==> config.mk <==
export PLATFORM = sky130hd
export DESIGN_NAME = dds_sine_tone_generator_core
export DESIGN_NICKNAME = d
export VERILOG_FILES = /design/src/rtl/dds_pkg.sv /design/src/rtl/dds_ctrl.sv /design/src/rtl/dds_rom.sv /design/src/rtl/dds_scale.sv /design/src/rtl/dds_sine_tone_generator_core.sv
export SDC_FILE = /design/constraint.sdc
export NUM_CORES = 1
export LEC_CHECK = 0
export BUFFER_PORTS_ARGS = -buffer_cell sky130_fd_sc_hd__clkbuf_2
export CAP_MARGIN = 20
export CORE_MARGIN = 1.5
export CORE_UTILIZATION = 55
export DETAILED_ROUTE_END_ITERATION = 10
export PLACE_DENSITY = 0.87
export SYNTH_ARGS = -nofsm -noshare
export SYNTH_HDL_FRONTEND = slang
export SYNTH_SLANG_ARGS = --single-unit
==> constraint.sdc <==
create_clock -name clk -period 7 [get_ports clk]
set_clock_uncertainty 0.15 [all_clocks]
set_input_delay 1.05 -clock clk [delete_from_list [all_inputs] [get_ports clk]]
set_output_delay 1.05 -clock clk [all_outputs]
set_load 0.005 [all_outputs]
==> src/rtl/dds_pkg.sv <==
// ----------------------------------------------------------------------------
// dds_pkg
// Shared types, codes, default sizes and the sine table generator for the
// direct digital synthesis tone generator.
// ----------------------------------------------------------------------------
package dds_pkg;

  // Default sizes handed to the top level parameters.
  localparam int DEF_ACC_BITS        = 32;
  localparam int DEF_TABLE_ADDR_BITS = 8;
  localparam int DEF_SAMPLE_BITS     = 8;
  localparam int DEF_OUT_BITS        = 8;

  // Fixed field widths.
  localparam int CFG_DATA_W = 32;
  localparam int CFG_IDX_W  = 2;
  localparam int STEP_W     = 32;
  localparam int DUR_W      = 32;
  localparam int DELTA_W    = 32;
  localparam int AMP_W      = 8;
  localparam int LEVEL_W    = 8;

  // Amplitude handling: full scale bypasses the multiply, others shift by eight.
  localparam logic [AMP_W-1:0] FULL_AMP  = 8'd255;
  localparam int               AMP_SHIFT = 8;

  // Item modes.
  typedef enum logic [1:0] {
    MODE_TICK  = 2'd0,
    MODE_START = 2'd1,
    MODE_STOP  = 2'd2,
    MODE_ADD   = 2'd3
  } mode_t;

  // Configuration register indexes.
  localparam logic [CFG_IDX_W-1:0] REG_STEP_RATE = 2'd0;
  localparam logic [CFG_IDX_W-1:0] REG_AMPLITUDE = 2'd1;
  localparam logic [CFG_IDX_W-1:0] REG_IDLE_HIGH = 2'd2;

  // Per-beat control that travels down the pipeline with the table index.
  typedef struct packed {
    logic use_sample;  // show the sine sample, else the idle level
    logic active;      // playback running after this beat
  } stage_ctrl_t;

  // Quarter-wave sine magnitude for entry q of a table with 2^addr_bits
  // entries per period. A fixed Q16 odd polynomial approximates sin, which is
  // scaled to the sample peak, rounded half up and clamped.
  function automatic logic [15:0] quarter_sine(input int unsigned q,
                                               input int unsigned addr_bits,
                                               input int unsigned sample_bits);
    longint unsigned x;
    longint unsigned x2;
    longint unsigned t;
    longint unsigned s;
    longint unsigned v;
    longint unsigned peak;
    peak = (64'd1 << (sample_bits - 1)) - 64'd1;
    x    = (64'(q) << 16) >> (addr_bits - 2);
    x2   = (x * x) >> 16;
    t    = (64'd5223 * x2) >> 16;
    t    = 64'd42334 - t;
    t    = (t * x2) >> 16;
    t    = 64'd102944 - t;
    s    = (t * x) >> 16;
    v    = (s * peak + 64'd32768) >> 16;
    if (v > peak) begin
      v = peak;
    end
    return 16'(v);
  endfunction

endpackage

==> src/rtl/dds_ctrl.sv <==
// ----------------------------------------------------------------------------
// dds_ctrl
// Playback state and phase accumulator. Each accepted beat updates the state
// and registers the table index and control for the next stage.
// ----------------------------------------------------------------------------
module dds_ctrl #(
  parameter int ACC_BITS        = dds_pkg::DEF_ACC_BITS,
  parameter int TABLE_ADDR_BITS = dds_pkg::DEF_TABLE_ADDR_BITS
) (
  input  logic                             clk,
  input  logic                             rst_n,
  input  logic                             in_valid,
  output logic                             in_ready,
  input  logic [1:0]                       in_mode,
  input  logic [dds_pkg::DUR_W-1:0]        in_duration,
  input  logic [dds_pkg::DELTA_W-1:0]      in_phase_delta,
  input  logic [dds_pkg::STEP_W-1:0]       step_rate,
  output logic                             s1_valid,
  input  logic                             s2_load,
  output logic [TABLE_ADDR_BITS-1:0]       s1_index,
  output dds_pkg::stage_ctrl_t             s1_ctrl
);

  localparam logic [dds_pkg::DUR_W-1:0] ONE_TICK = 1;

  logic [ACC_BITS-1:0]           phase_r, phase_nxt, phase_stepped;
  logic [dds_pkg::DUR_W-1:0]     ticks_r, ticks_nxt;
  logic                          playing_r, playing_nxt;
  logic                          limited_r, limited_nxt;
  logic                          use_sample;
  logic                          s1_valid_r;
  logic                          s1_load;
  logic                          accept;
  logic [TABLE_ADDR_BITS-1:0]    index_r;
  dds_pkg::stage_ctrl_t          ctrl_r;

  assign s1_load  = !s1_valid_r || s2_load;
  assign in_ready = s1_load;
  assign accept   = in_valid && s1_load;

  assign phase_stepped = phase_r + step_rate[ACC_BITS-1:0];

  always_comb begin
    phase_nxt   = phase_r;
    ticks_nxt   = ticks_r;
    playing_nxt = playing_r;
    limited_nxt = limited_r;
    use_sample  = 1'b0;
    unique case (dds_pkg::mode_t'(in_mode))
      dds_pkg::MODE_TICK: begin
        if (playing_r) begin
          ticks_nxt = ticks_r - ONE_TICK;
          if (limited_r && (ticks_r == '0)) begin
            // Timed run has expired: stop and rewind the phase.
            playing_nxt = 1'b0;
            phase_nxt   = '0;
          end else begin
            phase_nxt  = phase_stepped;
            use_sample = 1'b1;
          end
        end
      end
      dds_pkg::MODE_START: begin
        ticks_nxt   = in_duration;
        limited_nxt = (in_duration != '0);
        playing_nxt = 1'b1;
        use_sample  = 1'b1;
      end
      dds_pkg::MODE_STOP: begin
        playing_nxt = 1'b0;
      end
      dds_pkg::MODE_ADD: begin
        phase_nxt  = phase_r + in_phase_delta[ACC_BITS-1:0];
        use_sample = playing_r;
      end
      default: begin
        use_sample = 1'b0;
      end
    endcase
  end

  always_ff @(posedge clk) begin
    if (!rst_n) begin
      phase_r    <= '0;
      ticks_r    <= '0;
      playing_r  <= 1'b0;
      limited_r  <= 1'b0;
      s1_valid_r <= 1'b0;
    end else begin
      if (accept) begin
        phase_r   <= phase_nxt;
        ticks_r   <= ticks_nxt;
        playing_r <= playing_nxt;
        limited_r <= limited_nxt;
      end
      if (s1_load) begin
        s1_valid_r <= in_valid;
      end
    end
  end

  always_ff @(posedge clk) begin
    if (accept) begin
      index_r           <= phase_nxt[ACC_BITS-1 -: TABLE_ADDR_BITS];
      ctrl_r.use_sample <= use_sample;
      ctrl_r.active     <= playing_nxt;
    end
  end

  assign s1_valid = s1_valid_r;
  assign s1_index = index_r;
  assign s1_ctrl  = ctrl_r;

endmodule

==> src/rtl/dds_rom.sv <==
// ----------------------------------------------------------------------------
// dds_rom
// Quarter-wave sine table with a registered read. The quadrant folds the
// index into the quarter table and selects the sign of the sample.
// ----------------------------------------------------------------------------
module dds_rom #(
  parameter int TABLE_ADDR_BITS = dds_pkg::DEF_TABLE_ADDR_BITS,
  parameter int SAMPLE_BITS     = dds_pkg::DEF_SAMPLE_BITS
) (
  input  logic                          clk,
  input  logic                          rst_n,
  input  logic                          s1_valid,
  output logic                          s2_load,
  input  logic [TABLE_ADDR_BITS-1:0]    s1_index,
  input  dds_pkg::stage_ctrl_t          s1_ctrl,
  output logic                          s2_valid,
  input  logic                          s3_load,
  output logic [SAMPLE_BITS-2:0]        s2_mag,
  output logic                          s2_neg,
  output dds_pkg::stage_ctrl_t          s2_ctrl
);

  localparam int QA_BITS = TABLE_ADDR_BITS - 1;
  localparam int QUARTER = 1 << (TABLE_ADDR_BITS - 2);
  localparam int MAG_BITS = SAMPLE_BITS - 1;
  localparam logic [QA_BITS-1:0] QUARTER_A = QA_BITS'(QUARTER);

  logic [MAG_BITS-1:0]          qtab [QUARTER+1];
  logic [1:0]                   quad;
  logic [TABLE_ADDR_BITS-3:0]   qoff;
  logic [QA_BITS-1:0]           addr;
  logic                         s2_valid_r;
  logic [MAG_BITS-1:0]          mag_r;
  logic                         neg_r;
  dds_pkg::stage_ctrl_t         ctrl_r;

  for (genvar gi = 0; gi <= QUARTER; gi++) begin : g_qtab
    assign qtab[gi] = MAG_BITS'(dds_pkg::quarter_sine(gi, TABLE_ADDR_BITS, SAMPLE_BITS));
  end

  assign quad = s1_index[TABLE_ADDR_BITS-1 -: 2];
  assign qoff = s1_index[TABLE_ADDR_BITS-3:0];
  // Odd quadrants run the quarter wave backward.
  assign addr = quad[0] ? (QUARTER_A - {1'b0, qoff}) : {1'b0, qoff};

  assign s2_load = !s2_valid_r || s3_load;

  always_ff @(posedge clk) begin
    if (!rst_n) begin
      s2_valid_r <= 1'b0;
    end else if (s2_load) begin
      s2_valid_r <= s1_valid;
    end
  end

  always_ff @(posedge clk) begin
    if (s2_load && s1_valid) begin
      mag_r  <= qtab[addr];
      neg_r  <= quad[1];
      ctrl_r <= s1_ctrl;
    end
  end

  assign s2_valid = s2_valid_r;
  assign s2_mag   = mag_r;
  assign s2_neg   = neg_r;
  assign s2_ctrl  = ctrl_r;

endmodule

==> src/rtl/dds_scale.sv <==
// ----------------------------------------------------------------------------
// dds_scale
// Amplitude scaling, output width alignment and mid-scale offset, feeding the
// output register of the result channel.
// ----------------------------------------------------------------------------
module dds_scale #(
  parameter int SAMPLE_BITS = dds_pkg::DEF_SAMPLE_BITS,
  parameter int OUT_BITS    = dds_pkg::DEF_OUT_BITS
) (
  input  logic                            clk,
  input  logic                            rst_n,
  input  logic                            s2_valid,
  output logic                            s3_load,
  input  logic [SAMPLE_BITS-2:0]          s2_mag,
  input  logic                            s2_neg,
  input  dds_pkg::stage_ctrl_t            s2_ctrl,
  input  logic [dds_pkg::AMP_W-1:0]       amplitude,
  input  logic                            idle_high,
  output logic                            out_valid,
  input  logic                            out_ready,
  output logic [dds_pkg::LEVEL_W-1:0]     out_level,
  output logic                            out_active
);

  localparam int W  = SAMPLE_BITS + 11;
  localparam int UP = (OUT_BITS > SAMPLE_BITS) ? (OUT_BITS - SAMPLE_BITS) : 0;
  localparam int DN = (SAMPLE_BITS > OUT_BITS) ? (SAMPLE_BITS - OUT_BITS) : 0;
  localparam logic signed [W-1:0] MID_W = W'(1 << (OUT_BITS - 1));

  logic signed [W-1:0]             samp_w, amp_w, prod_w, scaled_w, aligned_w, sum_w;
  logic [dds_pkg::LEVEL_W-1:0]     level_nxt;
  logic                            out_valid_r;
  logic [dds_pkg::LEVEL_W-1:0]     level_r;
  logic                            active_r;

  always_comb begin
    samp_w = W'({1'b0, s2_mag});
    if (s2_neg) begin
      samp_w = -samp_w;
    end
    amp_w  = W'({1'b0, amplitude});
    prod_w = samp_w * amp_w;
    // Arithmetic shift gives the floor of the scaled product.
    scaled_w  = (amplitude == dds_pkg::FULL_AMP) ? samp_w : (prod_w >>> dds_pkg::AMP_SHIFT);
    aligned_w = (scaled_w <<< UP) >>> DN;
    sum_w     = aligned_w + MID_W;
    if (!s2_ctrl.use_sample) begin
      level_nxt = idle_high ? MID_W[dds_pkg::LEVEL_W-1:0] : '0;
    end else if (amplitude == '0) begin
      level_nxt = MID_W[dds_pkg::LEVEL_W-1:0];
    end else begin
      level_nxt = sum_w[dds_pkg::LEVEL_W-1:0];
    end
  end

  assign s3_load = !out_valid_r || out_ready;

  always_ff @(posedge clk) begin
    if (!rst_n) begin
      out_valid_r <= 1'b0;
    end else if (s3_load) begin
      out_valid_r <= s2_valid;
    end
  end

  always_ff @(posedge clk) begin
    if (s3_load && s2_valid) begin
      level_r  <= level_nxt;
      active_r <= s2_ctrl.active;
    end
  end

  assign out_valid  = out_valid_r;
  assign out_level  = level_r;
  assign out_active = active_r;

endmodule

==> src/rtl/dds_sine_tone_generator_core.sv <==
// ----------------------------------------------------------------------------
// dds_sine_tone_generator_core
// Direct digital synthesis tone generator with timed playback.
// ----------------------------------------------------------------------------
// The generator takes one beat per clock cycle while the result side is ready
// and returns exactly one result beat for each. The result moves through the
// stage one, table and output registers and is held on out_valid until out_ready
// takes it. The phase accumulator and the playback state are updated in the
// cycle a beat is accepted, so that single add and compare loop sets the
// rate; the sine table read and the amplitude multiply follow in their own
// registered stages. Every stage has its own valid bit, so empty stages keep
// filling while a finished result waits for out_ready. Configuration writes
// take effect at once and are meant to be made while no beats are in flight.
module dds_sine_tone_generator_core #(
  parameter int ACC_BITS        = dds_pkg::DEF_ACC_BITS,
  parameter int TABLE_ADDR_BITS = dds_pkg::DEF_TABLE_ADDR_BITS,
  parameter int SAMPLE_BITS     = dds_pkg::DEF_SAMPLE_BITS,
  parameter int OUT_BITS        = dds_pkg::DEF_OUT_BITS
) (
  input  logic                                clk,
  input  logic                                rst_n,
  // Configuration write port.
  input  logic                                cfg_wr_en,
  input  logic [dds_pkg::CFG_IDX_W-1:0]       cfg_index,
  input  logic [dds_pkg::CFG_DATA_W-1:0]      cfg_wdata,
  // Input channel.
  input  logic                                in_valid,
  output logic                                in_ready,
  input  logic [1:0]                          in_mode,
  input  logic [dds_pkg::DUR_W-1:0]           in_duration,
  input  logic [dds_pkg::DELTA_W-1:0]         in_phase_delta,
  // Result channel.
  output logic                                out_valid,
  input  logic                                out_ready,
  output logic [dds_pkg::LEVEL_W-1:0]         out_level,
  output logic                                out_active
);

  logic [dds_pkg::STEP_W-1:0]    step_rate_r;
  logic [dds_pkg::AMP_W-1:0]     amplitude_r;
  logic                          idle_high_r;

  logic                          s1_valid, s2_load, s2_valid, s3_load;
  logic [TABLE_ADDR_BITS-1:0]    s1_index;
  dds_pkg::stage_ctrl_t          s1_ctrl, s2_ctrl;
  logic [SAMPLE_BITS-2:0]        s2_mag;
  logic                          s2_neg;

  // Configuration registers. Writes to an unused index are dropped.
  always_ff @(posedge clk) begin
    if (!rst_n) begin
      step_rate_r <= '0;
      amplitude_r <= dds_pkg::FULL_AMP;
      idle_high_r <= 1'b0;
    end else if (cfg_wr_en) begin
      unique case (cfg_index)
        dds_pkg::REG_STEP_RATE: step_rate_r <= cfg_wdata[dds_pkg::STEP_W-1:0];
        dds_pkg::REG_AMPLITUDE: amplitude_r <= cfg_wdata[dds_pkg::AMP_W-1:0];
        dds_pkg::REG_IDLE_HIGH: idle_high_r <= cfg_wdata[0];
        default: begin
          step_rate_r <= step_rate_r;
        end
      endcase
    end
  end

  // Stage one: playback state, phase accumulator and table index.
  dds_ctrl #(
    .ACC_BITS        (ACC_BITS),
    .TABLE_ADDR_BITS (TABLE_ADDR_BITS)
  ) u_ctrl (
    .clk            (clk),
    .rst_n          (rst_n),
    .in_valid       (in_valid),
    .in_ready       (in_ready),
    .in_mode        (in_mode),
    .in_duration    (in_duration),
    .in_phase_delta (in_phase_delta),
    .step_rate      (step_rate_r),
    .s1_valid       (s1_valid),
    .s2_load        (s2_load),
    .s1_index       (s1_index),
    .s1_ctrl        (s1_ctrl)
  );

  // Stage two: quarter-wave table read.
  dds_rom #(
    .TABLE_ADDR_BITS (TABLE_ADDR_BITS),
    .SAMPLE_BITS     (SAMPLE_BITS)
  ) u_rom (
    .clk      (clk),
    .rst_n    (rst_n),
    .s1_valid (s1_valid),
    .s2_load  (s2_load),
    .s1_index (s1_index),
    .s1_ctrl  (s1_ctrl),
    .s2_valid (s2_valid),
    .s3_load  (s3_load),
    .s2_mag   (s2_mag),
    .s2_neg   (s2_neg),
    .s2_ctrl  (s2_ctrl)
  );

  // Stage three: gain, offset and the output register.
  dds_scale #(
    .SAMPLE_BITS (SAMPLE_BITS),
    .OUT_BITS    (OUT_BITS)
  ) u_scale (
    .clk        (clk),
    .rst_n      (rst_n),
    .s2_valid   (s2_valid),
    .s3_load    (s3_load),
    .s2_mag     (s2_mag),
    .s2_neg     (s2_neg),
    .s2_ctrl    (s2_ctrl),
    .amplitude  (amplitude_r),
    .idle_high  (idle_high_r),
    .out_valid  (out_valid),
    .out_ready  (out_ready),
    .out_level  (out_level),
    .out_active (out_active)
  );

`ifndef SYNTH
  // A ready result side always lets a new beat in.
  a_ready_chain: assert property (@(posedge clk) disable iff (!rst_n)
    out_ready |-> in_ready)
    else $error("in_ready low while out_ready high");

  // A stop beat always leaves playback inactive.
  a_stop_clears: assert property (@(posedge clk) disable iff (!rst_n)
    (in_valid && in_ready && (in_mode == dds_pkg::MODE_STOP))
      |=> (s1_valid && !s1_ctrl.active && !s1_ctrl.use_sample))
    else $error("stop beat did not clear playback");

  // A start beat always plays the sample at the current phase.
  a_start_plays: assert property (@(posedge clk) disable iff (!rst_n)
    (in_valid && in_ready && (in_mode == dds_pkg::MODE_START))
      |=> (s1_valid && s1_ctrl.active && s1_ctrl.use_sample))
    else $error("start beat did not begin playback");

  // Reset empties the pipeline.
  a_reset_empty: assert property (@(posedge clk)
    !rst_n |=> (!out_valid && !s1_valid && !s2_valid))
    else $error("pipeline not empty after reset");
`endif

endmodule

---- After elaboration in Yosys (flattened, before gate mapping) ----
Memories as Yosys holds them, arrays and structs flattened. A register that Yosys moved wholly into a read port is not among the register bits.
Index checks and enable logic that the tools add are counted.
word-level totals
  register bits ........................... 132
  memory bits (read-only) ................. 896
  memories kept ........................... 1
operators by class
  $add $sub $neg .......................... 6
  multipliers ............................. 1
  equality and inequality tests ........... 7
  multiplexer cells ....................... 15
  bitwise logic cells ..................... 1
  reductions and logical operators ........ 23
memory list
  name             words  bits a word  rd ports  clocked after Yosys merged registers in  wr ports  line           source
  (no name shown)  128    7            1         1                                        0         dds_rom.sv:58  mag_r <= qtab[addr];
operator list
  cell                                                                   number
  32-bit case mux with 2 select lines                                    2
  32-bit 2-to-1 mux                                                      3
  32-bit adder                                                           2
  32-bit logical NOT                                                     1
  8-bit 2-to-1 mux                                                       4
  32-bit nonzero test                                                    1
  32-bit by 1-bit subtractor with 32-bit output (second input constant)  1
  19-bit by 9-bit multiplier with 16-bit output                          1
  19-bit 2-to-1 mux                                                      1
  7-bit negator with 19-bit output                                       1
  8-bit adder (second input constant)                                    1
  8-bit == test (second input constant)                                  1
  8-bit logical NOT                                                      1
  7-bit NOT with 8-bit output                                            1
  2-bit AND reduction                                                    4
  7-bit 2-to-1 mux                                                       1
  7-bit by 6-bit subtractor with 7-bit output (first input constant)     1
  2-bit == test (second input constant)                                  3
  1-bit case mux with 3 select lines                                     2
  3-bit AND reduction                                                    2
  2-bit by 1-bit == test with 1-bit output (second input constant)       2
  1-bit logical AND                                                      4
  2-bit logical NOT                                                      2
  2-bit nonzero test                                                     2
  other kinds (4)                                                        9

---- Longest topological paths before layout ----
  depth in word-level cells ............... 7
  mapped depth ............................ 25
  depth with buffers taken out ............ 24

---- Hierarchy ----
Synthesis repeated with hierarchy kept, for this count alone.
second synthesis, totals
  cells, all modules ...................... 1706
  area, all modules ....................... 13824.5 sq um
modules (own cells, without submodules)
  module                        instances  cells each  area each (sq um)
  dds_ctrl                      1          1001        7490.9
  dds_scale                     1          369         3255.6
  dds_sine_tone_generator_core  1          182         1715.4
  dds_rom                       1          154         1362.6

---- Least setup slack after synthesis ----
No wires, ideal clock.
  path kind ............................... reg-to-reg
  start ................................... register u_rom.mag_r[0], in the netlist u_rom.s2_mag[0]
  end ..................................... register u_scale.level_r (netlist bit u_scale.out_level[7]), data pin
  arrival ................................. 5.132 ns
  required time ........................... 6.594 ns
  path slack .............................. 1.462 ns
  cell stages (with the launch flop) ...... 26
  path buffers ............................ 1
  clock period less this slack ............ 5.538 ns
  cell sequence ........................... edfxtp_1 clkbuf_1 inv_1 ha_1 nand2_1 nand2_1 xnor2_1 nand2_1 fa_1 inv_1 fa_1 ha_1 inv_1 fa_1 inv_1 ha_1 and4_1 a41o_1 a21oi_1 o21ai_0 nand2_1 o21ai_0 o41ai_1 xnor2_1 mux2i_1 o22a_1
between the ends
  word-level cells in the longest chain between the ends .. 7
ends and longest elaborated chain
  what                                           line             source
  from (decl)                                    dds_rom.sv:33    logic [MAG_BITS-1:0] mag_r;
  7-bit negator with 19-bit output               dds_scale.sv:39  samp_w = -samp_w;
  19-bit 2-to-1 mux (*)                          dds_scale.sv:38  if (s2_neg) begin
  19-bit by 9-bit multiplier with 16-bit output  dds_scale.sv:42  prod_w = samp_w * amp_w;
  8-bit 2-to-1 mux (*)                           dds_scale.sv:44  scaled_w = (amplitude == dds_pkg::FULL_AMP) ? samp_w : (prod_w >>> dds_pkg::AMP_SHIFT);
  8-bit adder (*)                                dds_scale.sv:46  sum_w = aligned_w + MID_W;
  8-bit 2-to-1 mux (*)                           dds_scale.sv:49  end else if (amplitude == '0) begin
  8-bit 2-to-1 mux (*)                           dds_scale.sv:47  if (!s2_ctrl.use_sample) begin
  via u_scale.level_nxt, one bit                 dds_scale.sv:31  logic [dds_pkg::LEVEL_W-1:0] level_nxt;
  to (signal assigned)                           dds_scale.sv:68  level_r <= level_nxt;
  to (decl)                                      dds_scale.sv:33  logic [dds_pkg::LEVEL_W-1:0] level_r;
Mark *: on every way through the listed nets, which the timed path passes. The rest lies on a longest branch.
A chain may end at the register's enable or synchronous reset.

---- Final worst setup path ----
Ends and elaborated chain as after synthesis.

==> results.cfg <==
[outcome]
status = finished, final reports clean

[layout]
area.growth.synth_to_final_pct = 10.0
fillers = 2006
register_area_mm2 = 0.00307
final_nets = 2012
drive_gt1_frac = 0.107
n_antenna_cell = 0
multi_input_area_mm2 = 0.00917
utilization = 0.615

[grt]
grt_pass1_wl_mm = 56.4
grt_max_degree = 68
grt-ovfl-total = 0
antenna_found_initial = 0
first_global_vias = 12200
grtUsageTotal = 0.284

[sta]
min_period_ns = 6.11
fin_tns_setup_ns = 0
max_freq_mhz = 164
fin_crit_sh = 0.873
finalSetupViolations = 0
tightest_slew_ns = 1.12
max_slew_margin = 0.252
timing_hold_violations_final = 0
slew_viol_final = 0
holdWs_ns = 0.268
rsz0062_at_grt = false
fin_ws_ns = 0.888

[synthesis]
ys_types = 92
netlist_area_mm2 = 0.0130
synth_largest_area_cell = dfxtp_1
async_flop_share = 0
synthDominantCellAreaShare = 0.169
yosysSeqAreaShare = 0.236
yosysWarnings = 0
synth_most_common_cell = nand2_1
syn_inst = 1678
synth-main-ff-cell = dfxtp_1
syn_avg_cell_area_um2 = 7.77
synth_edf_count = 29
ys_ff_latch = 139
synth.area.top_cells = dfxtp_1 17%, ha_1 9.5%, fa_1 9.4%
yosys-top-cells-count = 227 x nand2_1, 175 x a21oi_1, 155 x nor2_1, 120 x inv_1, 116 x o21ai_0
synth_fp_nets = 1943

[critical_path]
timing.rr.end = u_scale.out_level[7]$_DFFE_PP_
path_max_fanout = 10
worstPathRequired_ns = 7.04
rrSetupSlack_ns = 0.89
slowest_stage = xnor2_1
r2r_start = u_rom.s2_mag[0]$_SDFFCE_PP1P_
cp_slowest_stage_delay_ns = 0.59
cp-start-kind = register
crit_arrival_ns = 6.15
reg2regPathDepth = 23
crit_path_end_kind = register
cp_common_cell = inv_1
crit_type = reg -> reg
path_cells = inv_1, ha_1, nand2b_1, xnor2_1, nand2_1, fa_1, inv_1, fa_1, ha_1, inv_1, fa_1, inv_1, ha_1, and4_1, a41o_1, a21oi_1, o21ai_0, nand2_1, o21ai_0, o41ai_1, xnor2_1, mux2i_1, o22a_1

[route]
drtPass1Iterations = 7
drc = 0
vias_per_cell = 6.14
routed_wl_mm = 34.8
drt-wirelength-per-cell_um = 16.7
ant_nets = 0
drt_iter0_markers = 918
vias = 12800

[placement]
place_ws_ns = 0.899
gp_congestion = 0.937
port_buffers = 115
hpwl_mm = 25.8

[floorplan]
die-area_mm2 = 0.0246
fp.coreArea_mm2 = 0.0233
row_count = 56
io_pins = 116
die-height_um = 157
fp.dieW_um = 157
start_util = 0.559

[pwr]
pwr-share-clk = 0.185
power_density_mw_per_mm2 = 336
p_sw_mw = 2.14
p_int_mw = 2.68
p_comb_frac = 0.615
ir_worst_vdd_mv = 0.285
seq_power_share = 0.201
swShare = 0.444
p_leak_nw = 6.43

[clock_network]
post-cts-setup-buffers = 0
clk_latency_ns = 0.43
cts_max_level = 4
cts-root-buf = clkbuf_16
ctsResizeCount = 0
clock_path_buffers = 2
clkSinkCount = 139
tritoncts = built
clkSlewWorstSetupHoldPaths_ns = 0.07
cts_made_buffers = 17
cts_hold_buf = 0

[worst_hold_path]
holdPathStages = 0
min_to = u_rom.s2_ctrl[0]$_DFFE_PP_
hold_start = u_ctrl.s1_ctrl[0]$_DFFE_PP_
hp-class = reg -> reg

[job]
cap_violations = 0
[area by class of cell]
class,instances,share of cell area
Clock buffer,21,0.0337
Sequential cell,139,0.214
Clock inverter,11,0.00671
Tap cell,319,0.0278
Timing Repair Buffer,128,0.0472
Inverter,121,0.0317
Multi-Input combinational cell,1340,0.639
[registers in the layout (all words and copies together) (netlist names), 2 cells and up]
register / count
step_rate_r: 32
u_ctrl.phase_r: 32
u_ctrl.ticks_r: 32
amplitude_r: 8
u_ctrl.s1_index: 8
u_scale.out_level: 8
u_rom.s2_mag: 7
u_ctrl.s1_ctrl: 2
u_rom.s2_ctrl: 2
[kinds of logic after synthesis]
kind of cell    after synthesis  synth area share
flops                       139             0.236
simple gates                585             0.210
fa+ha+maj                   160             0.189
mux                          13            0.0101
xor+xnor                     79            0.0531
buf+inv                     199            0.0622
compound gates              503             0.241
[worst max path at each step]
stage,start,to,slack (ns),depth (start not counted)
after floorplan,u_rom.s2_mag[0]$_SDFFCE_PP1P_,u_scale.out_level[7]$_DFFE_PP_,1.46,25
after detailed placement,u_rom.s2_mag[0]$_SDFFCE_PP1P_,u_scale.out_level[7]$_DFFE_PP_,0.90,23
after CTS,u_rom.s2_mag[0]$_SDFFCE_PP1P_,u_scale.out_level[7]$_DFFE_PP_,0.90,23
final,u_rom.s2_mag[0]$_SDFFCE_PP1P_,u_scale.out_level[7]$_DFFE_PP_,0.89,23
after global placement,u_rom.s2_mag[0]$_SDFFCE_PP1P_,u_scale.out_level[7]$_DFFE_PP_,1.14,23
after global routing,u_rom.s2_mag[0]$_SDFFCE_PP1P_,u_scale.out_level[7]$_DFFE_PP_,0.51,23
[layer usage]
metal | vias up | track usage | share of wire
met5 | - | 0 | 0
met4 | 0 | 0.134 | 0.040
met3 | 123 | 0.0479 | 0.075
met2 | 581 | 0.484 | 0.48
met1 | 6032 | 0.350 | 0.40
li1 | 6030 | - | -
[per-stage QoR]
stage,total power [mW],area (um2),instances
2_1_floorplan,3.27,13000,1678
3_3_place_gp,3.72,13700,2045
3_5_place_dp,3.90,13800,2046
4_1_cts,4.80,14300,2078
5_1_grt,5.31,14300,2079
6_report,4.82,14300,2079
[cells in the final DEF, fill, tap and decap left out, types with 9 or more instances in the layout]
cell type,count
nor2_1,155
o22ai_1,9
nand2_1,227
nor3_1,30
a21oi_1,175
fa_1,61
nand3_1,29
a31oi_1,9
nand4_1,13
xnor2_1,45
o21a_1,10
edfxtp_1,29
a22oi_1,34
xor2_1,34
o21ai_0,115
dfxtp_1,110
buf_4,12
clkbuf_2,115
inv_1,119
nor4_1,12
nor2b_1,12
mux2i_1,12
ha_1,98
o31ai_1,13
a211oi_1,15
and2_1,43
a21o_1,27
clkbuf_16,19
nand2b_1,12
o211ai_1,13
[worst max-delay path, delay by kind of cell (launching register included)]
family | cells | cell delay (ns)
AND/OR/NAND/NOR | 4 | 0.67
flip-flops | 1 | 0.53
adder cells (fa/ha/maj) | 6 | 2.15
AO/OA/AOI/OAI | 6 | 1.26
multiplexers | 1 | 0.09
buffers and inverters | 4 | 0.27
XOR/XNOR | 2 | 0.77
[power groups by stage]
stage / clock network (mW) / logic, mW / registers [mW]
floorplan: 0 / 2.31 / 0.958
global placement: 0 / 2.75 / 0.979
detailed placement: 0 / 2.91 / 0.983
CTS: 0.898 / 2.94 / 0.966
global route: 0.930 / 3.40 / 0.975
finish: 0.891 / 2.97 / 0.968
Power figures use the tool's default switching activity.
